File: src/hw/rtl/entropy_ratio_shock_switch_macros.svh
// Assertion macros shared by the entropy shock switch RTL.
// Depends on nothing; included by modules that carry assertions.
`ifndef ENTROPY_RATIO_SHOCK_SWITCH_MACROS_SVH
`define ENTROPY_RATIO_SHOCK_SWITCH_MACROS_SVH

// Implication checked on each rising clock edge outside reset.
`define ERSS_ASSERT_IMP(label, ante, cons, msg) \
  label: assert property (@(posedge clk_i) disable iff (!rst_ni) (ante) |-> (cons)) \
    else $error(msg);

// Next-cycle implication checked on each rising clock edge outside reset.
`define ERSS_ASSERT_NEXT(label, ante, cons, msg) \
  label: assert property (@(posedge clk_i) disable iff (!rst_ni) (ante) |=> (cons)) \
    else $error(msg);

`endif

File: src/hw/rtl/erss_pkg.sv
// Package for the entropy shock switch: widths, the log table and shared types.
// Depends on nothing.
package erss_pkg;

  localparam int LogTableBits   = 6;
  localparam int SwitchFracBits = 16;
  localparam int SwitchW        = SwitchFracBits + 1;
  localparam int EntW           = 24;
  localparam int RemW           = 31 - LogTableBits;
  localparam int TabN           = 1 << LogTableBits;
  localparam logic [15:0] Ln2Q16 = 16'd45426;

  typedef logic signed [EntW-1:0] ent_t;

  // Table point computed by the squaring recurrence; evaluated for constants only.
  function automatic logic [16:0] table_point(input int unsigned i);
    logic [63:0] y;
    logic [16:0] r;
    if (i >= TabN) begin
      return 17'd65536;
    end
    y = (64'd1 << 30) + (64'(i) << (30 - LogTableBits));
    r = '0;
    for (int n = 0; n < 16; n++) begin
      y = (y * y) >> 30;
      r = r << 1;
      if (y >= (64'd2 << 30)) begin
        y = y >> 1;
        r[0] = 1'b1;
      end
    end
    return r;
  endfunction

  typedef struct packed {
    logic       start;
    logic [1:0] seen;
  } row_ctl_t;

endpackage

File: src/hw/rtl/erss_div.sv
// Bit-serial restoring divider producing the switch fraction.
// Depends on erss_pkg.
module erss_div import erss_pkg::*; (
  input  logic               clk_i,
  input  logic               rst_ni,
  input  logic               start_i,
  input  logic [EntW:0]      num_i,
  input  logic [EntW:0]      den_i,
  output logic               done_o,
  output logic [SwitchW-1:0] quo_o
);

  localparam int CntW = $clog2(SwitchFracBits + 1);

  logic            busy_q;
  logic            done_q;
  logic [CntW-1:0] cnt_q;
  logic [EntW+1:0] rem_q;
  logic [EntW:0]   den_q;
  logic [SwitchFracBits-1:0] q_q;
  logic [EntW+1:0] sh;

  assign sh = {rem_q[EntW:0], 1'b0};

  // The done flag stays high from the last step until the next start.
  always_ff @(posedge clk_i or negedge rst_ni) begin
    if (!rst_ni) begin
      busy_q <= 1'b0;
      done_q <= 1'b0;
      cnt_q  <= '0;
    end else begin
      if (start_i) begin
        busy_q <= 1'b1;
        done_q <= 1'b0;
        cnt_q  <= CntW'(SwitchFracBits);
        rem_q  <= {1'b0, num_i};
        den_q  <= den_i;
        q_q    <= '0;
      end else if (busy_q) begin
        if (sh >= {1'b0, den_q}) begin
          rem_q <= sh - {1'b0, den_q};
          q_q   <= {q_q[SwitchFracBits-2:0], 1'b1};
        end else begin
          rem_q <= sh;
          q_q   <= {q_q[SwitchFracBits-2:0], 1'b0};
        end
        cnt_q <= cnt_q - CntW'(1);
        if (cnt_q == CntW'(1)) begin
          busy_q <= 1'b0;
          done_q <= 1'b1;
        end
      end
    end
  end

  assign done_o = done_q;
  assign quo_o  = (SwitchW'(1) << SwitchFracBits) - SwitchW'(q_q);

endmodule

File: config.mk
export PLATFORM = sky130hd
export DESIGN_NAME = erss_div
export DESIGN_NICKNAME = d
export VERILOG_FILES = /design/src/hw/rtl/entropy_ratio_shock_switch_macros.svh /design/src/hw/rtl/erss_pkg.sv /design/src/hw/rtl/erss_div.sv
export SDC_FILE = /design/constraint.sdc
export NUM_CORES = 1
export LEC_CHECK = 0
export BUFFER_PORTS_ARGS = -buffer_cell sky130_fd_sc_hd__buf_2
export CORE_MARGIN = 2
export CORE_UTILIZATION = 45
export CTS_BUF_LIST = sky130_fd_sc_hd__clkbuf_8
export CTS_CLUSTER_SIZE = 12
export DETAILED_ROUTE_END_ITERATION = 10
export MAX_ROUTING_LAYER = met4
export PLACE_DENSITY = 0.68
export SLEW_MARGIN = 30
export SYNTH_ARGS = -nofsm -noshare
export SYNTH_HDL_FRONTEND = slang
export SYNTH_SLANG_ARGS = --single-unit
File: constraint.sdc
create_clock -name clk_i -period 3.7 [get_ports clk_i]
set_clock_uncertainty 0.1 [all_clocks]
set_input_delay 0.37 -clock clk_i [delete_from_list [all_inputs] [get_ports clk_i]]
set_output_delay 0.37 -clock clk_i [all_outputs]
set_load 0.005 [all_outputs]
# [Word level (Yosys, flattened, before mapping)]
# Cells that the tools add are included.
[classes] n_eq_ne=1 muxes=13 n_addsub=3 order_cmp=1 n_reduce_logical=5
[op_table] cell="26-bit 2-to-1 mux" n=2
[op_table] cell="26-bit by 25-bit >= comparator with 1-bit output" n=1
[op_table] cell="26-bit by 25-bit subtractor with 26-bit output" n=1
[op_table] cell="25-bit 2-to-1 mux" n=1
[op_table] cell="17-bit by 16-bit subtractor with 17-bit output, first input constant" n=1
[op_table] cell="16-bit 2-to-1 mux" n=1
[op_table] cell="5-bit 2-to-1 mux" n=2
[op_table] cell="1-bit 2-to-1 mux" n=7
[op_table] cell="2-bit AND reduction" n=3
[op_table] cell="5-bit by 1-bit == test with 1-bit output, second input constant" n=1
[op_table] cell="5-bit by 1-bit subtractor with 5-bit output, second input constant" n=1
[op_table] cell="2-bit nonzero test" n=2
[totals] register_bits=74 inputBits=53 out_inout_bits=18

# [Depth between registers and ports, before layout]
[logic_depth] depth_word=4 ltp_mapped=13 depth_no_buf=10

# [Least setup slack after synthesis]
# No wires, ideal clock.
[synth_timing] path_kind="register to register" start="reg rem_q[0]" end="reg rem_q[12], data pin" path_stages_with_launch=13 slack_ps=1034 n_path_buf=2 arrival_ps=2306 setup_time_ps=261 cell_sequence="edfxtp_1 -> inv_1 -> fa_1 -> nor2b_4 -> o2111ai_4 -> a31oi_4 -> a21oi_4 -> o31ai_4 -> a31oi_1 -> buf_6 -> buf_8 -> a32oi_1 -> o21ai_1"
[synth_between] elab_chain_cells=4 word_cells_on_any_way=5 classes_between="add/sub (1); order compare (1); mux (3)"
[synth_lines] element="start, declared" line="erss_div.sv:18" text="logic [EntW+1:0] rem_q;"
[synth_lines] element="start signal, assigned" line="erss_div.sv:36" text="rem_q <= {1'b0, num_i};"
[synth_lines] element="start signal, assigned" line="erss_div.sv:41" text="rem_q <= sh - {1'b0, den_q};"
[synth_lines] element="start signal, assigned" line="erss_div.sv:44" text="rem_q <= sh;"
[synth_lines] element="26-bit by 25-bit subtractor with 26-bit output / 26-bit by 25-bit >= comparator with 1-bit output (equally long branches)" line="erss_div.sv:41, erss_div.sv:40"
[synth_lines] element="26-bit 2-to-1 mux *" line="erss_div.sv:40" text="if (sh >= {1'b0, den_q}) begin"
[synth_lines] element="26-bit 2-to-1 mux *" line="erss_div.sv:39" text="end else if (busy_q) begin"
[synth_lines] element="25-bit 2-to-1 mux *" line="erss_div.sv:32" text="if (start_i) begin"
# Mark *: on every way between the ends. The rest lies on a longest branch, timed or not. The select of a mux whose other input is x is not followed.
# A chain may end at the register's enable or synchronous reset.

# [Final worst setup path]
[layout_timing] start="reg q_q[3]" end="out quo_o[14]"
[layout_between] elab_chain_cells=1
[layout_lines] element="start, declared" line="erss_div.sv:20" text="logic [SwitchFracBits-1:0] q_q;"
[layout_lines] element="start signal, assigned" line="erss_div.sv:42" text="q_q <= {q_q[SwitchFracBits-2:0], 1'b1};"
[layout_lines] element="start signal, assigned" line="erss_div.sv:45" text="q_q <= {q_q[SwitchFracBits-2:0], 1'b0};"
[layout_lines] element="17-bit by 16-bit subtractor with 17-bit output" line="erss_div.sv:57" text="assign quo_o = (SwitchW'(1) << SwitchFracBits) - SwitchW'(q_q);"
[layout_lines] element="end, declared" line="erss_div.sv:10" text="output logic [SwitchW-1:0] quo_o"
# No other way between the ends.

==> out/results.txt <==
Yosys Warn Count = 0
GR Util All Layers = 19.06%
CTS resizes = 0
global route overflow = 0
drt pass-1 iters = 4
Seq/Total Area, Yosys = 45.38%
Leak = 0.002354 uW
commonest non-fill, non-tap cell in the layout = buf_2
IO Pins = 71
clk slew on worst S/H paths = 0.09 ns
ys flop type = edfxtp_1
Async S/R FF share, synth = 9.589%
DRC viols = 0
total CTS buffers = 9
largest net degree at the start of global routing = 36
Mapped Nets = 537
postcts setup bufs = 0
vias in the first global route = 3,572
CORE AREA = 10,280 sq um
RSZ-0062 raised after global routing = false
HP Class = input pin to flip-flop
gpl congestion = 0.9032
number of synthesized flops with an enable pin = 66
nets = 606
final count of pins violating max slew = 0
clk sinks = 73
Final ANT Viol Nets = 0
gr busiest metal = met2
P per Cell Area = 507.5 nW/um^2
Worst-Margin Slew = 0.9697 ns
IO buf count = 70
Setup Crit Path Kind = flip-flop to primary output
Syn Inst Count = 455
final hold violations = 0
Slew headroom = 35.11%
number of synthesized register bits = 73
CP Data Arrival Time = 2.47 ns
Final Power = 2766 uW
synthesized area per cell = 10.45 sq um
global-route met3 utilization = 2.614%
diode count = 0
Layout area overhead = 14.66%
fin crit share = 79.42%
Root Driver = clkbuf_8
Achievable Freq = 0.3403 GHz
Starting DRT DRC Count = 123
Row Count = 37
Peak VDD IR = 0.1760 mV
most frequent cells in the layout = 70 x buf_2, 66 x edfxtp_1, 45 x nor2_1
Worst-Skew Late Latency = 0.35 ns
distinct cell type count after synthesis = 58
die extent in y = 106.8 microns
fin crit period = 2.938 ns
met2 usage in global routing = 31.39%
CP max FO = 5
drt via density = 5.355
Die Area = 11,400 sq um
Critical Path End Type = primary output
CTS Hold Buffers Added = 1
Max-Cap Viols = 0
Fin Hold WS = 0.09112 ns
Critical Path RT = 3.23 ns
Layout fillers = 941
first-pass GRT wire length = 16,820 microns
Setup-failing EPs final = 0
Avg WL per Cell = 15.16 microns
share of cells above drive strength 1 = 20.04%
met1 Use GR = 24.43%
Initial Util = 46.25%
Setup crit start kind = flip-flop
status = finished, final reports clean
Die W = 106.8 microns
H-tree levels = 3
Longest Clk Path Bufs = 2
total wire length = 10,080 microns
placed cells = 648
synthesized area = 4753 sq um
initial antenna violation count = 0
setup_tns = 0 ns
CTS tree = built
Finished Layout Cells = 665
post-DP HPWL = 7279 microns
vias = 3,561
## sequential cells by signal (all words and copies together) (netlist names)
name / flops
busy_q: 1
cnt_q: 5
den_q: 25
done_o: 1
q_q: 16
rem_q: 25
## final timing paths
kind / start / endpoint / slack, ns / cells after the start
worst min-delay path: den_i[17] / den_q[17]$_DFFE_PP_ / 0.09 / 1
worst max register to register: rem_q[20]$_DFFE_PP_ / rem_q[9]$_DFFE_PP_ / 0.79 / 10
min in group asynchronous: rst_ni / cnt_q[1]$_DFFE_PN0N_ / 0.46 / 2
max in group asynchronous: rst_ni / cnt_q[3]$_DFFE_PN0N_ / 2.67 / 2
worst max-delay path: q_q[3]$_SDFFCE_PP0P_ / quo_o[14] / 0.76 / 7
worst min register to register: cnt_q[4]$_DFFE_PN0N_ / cnt_q[4]$_DFFE_PN0N_ / 0.43 / 2
## report_power, final
group	switching, uW	internal, uW
registers	75.5	1040
logic	534	421
clock network	320	380
## cells in the mapped netlist (4+ instances only)
cell | instances | area [sq um]
a211oi_1 | 4 | 30.03
a21o_1 | 9 | 67.56
a21oi_1 | 14 | 70.07
a31oi_1 | 5 | 31.28
a32oi_1 | 8 | 70.07
and2_1 | 4 | 25.02
clkbuf_1 | 12 | 45.04
dfrtp_1 | 7 | 175.2
edfxtp_1 | 66 | 1982
ha_1 | 28 | 350.3
inv_1 | 34 | 127.6
mux2i_1 | 31 | 310.3
nand2_1 | 34 | 127.6
nand2b_1 | 5 | 31.28
nand3_1 | 5 | 25.02
nor2_1 | 45 | 168.9
nor3_1 | 7 | 35.03
nor4_1 | 4 | 25.02
o211ai_1 | 4 | 30.03
o21ai_0 | 20 | 100.1
o21ai_1 | 20 | 100.1
xnor2_1 | 22 | 192.7
xor2_1 | 17 | 148.9
## logic make-up after synthesis
logic type | Yosys count | share of synthesized area [%]
adder cells (fa/ha/maj) | 29 | 7.792
AO/OA/AOI/OAI | 108 | 15.90
multiplexers | 31 | 6.528
AND/OR/NAND/NOR | 122 | 12.16
flip-flops | 73 | 45.38
XOR/XNOR | 39 | 7.186
buffers and inverters | 53 | 5.054
## worst max-delay path: stages, from the launching register on
cell and delay [ns]:
edfxtp_1 0.46, or4_1 0.56, nor2_1 0.14, nand2_1 0.11, or2_2 0.31, nor4_1 0.25
xnor2_1 0.15, buf_2 0.13
## final cells by class
cell class,instances,area [sq um],share of cell area [%]
multi-input cells,329,2371,43.50
clock inverters,7,95.09,1.745
clock buffers,9,123.9,2.273
well taps,136,170.2,3.122
inverters,34,127.6,2.342
flip-flops and latches,73,2157,39.58
repair buffers,77,405.4,7.438
## stage by stage
| stage | setup slack (ns) | utilization (%) | cell area, sq um |
|---|---|---|---|
| floorplan | 1.034 | - | 4753 |
| global placement | 0.8829 | 50.80 | 5221 |
| detailed placement | 0.7962 | 50.80 | 5221 |
| CTS | 0.7596 | 53.03 | 5450 |
| global route | 0.5719 | 53.03 | 5450 |
| finish | 0.7616 | 53.03 | 5450 |
## metal layers
layer / routed length [microns] / share of wire [%] / vias to the layer above
li1: - / - / 1786
met1: 4793 / 48 / 1697
met4: 114 / 1.1 / 0
met2: 4837 / 48 / 68
met5: 0 / 0 / -
met3: 334 / 3.3 / 10
(Power assumes the default switching activity.)
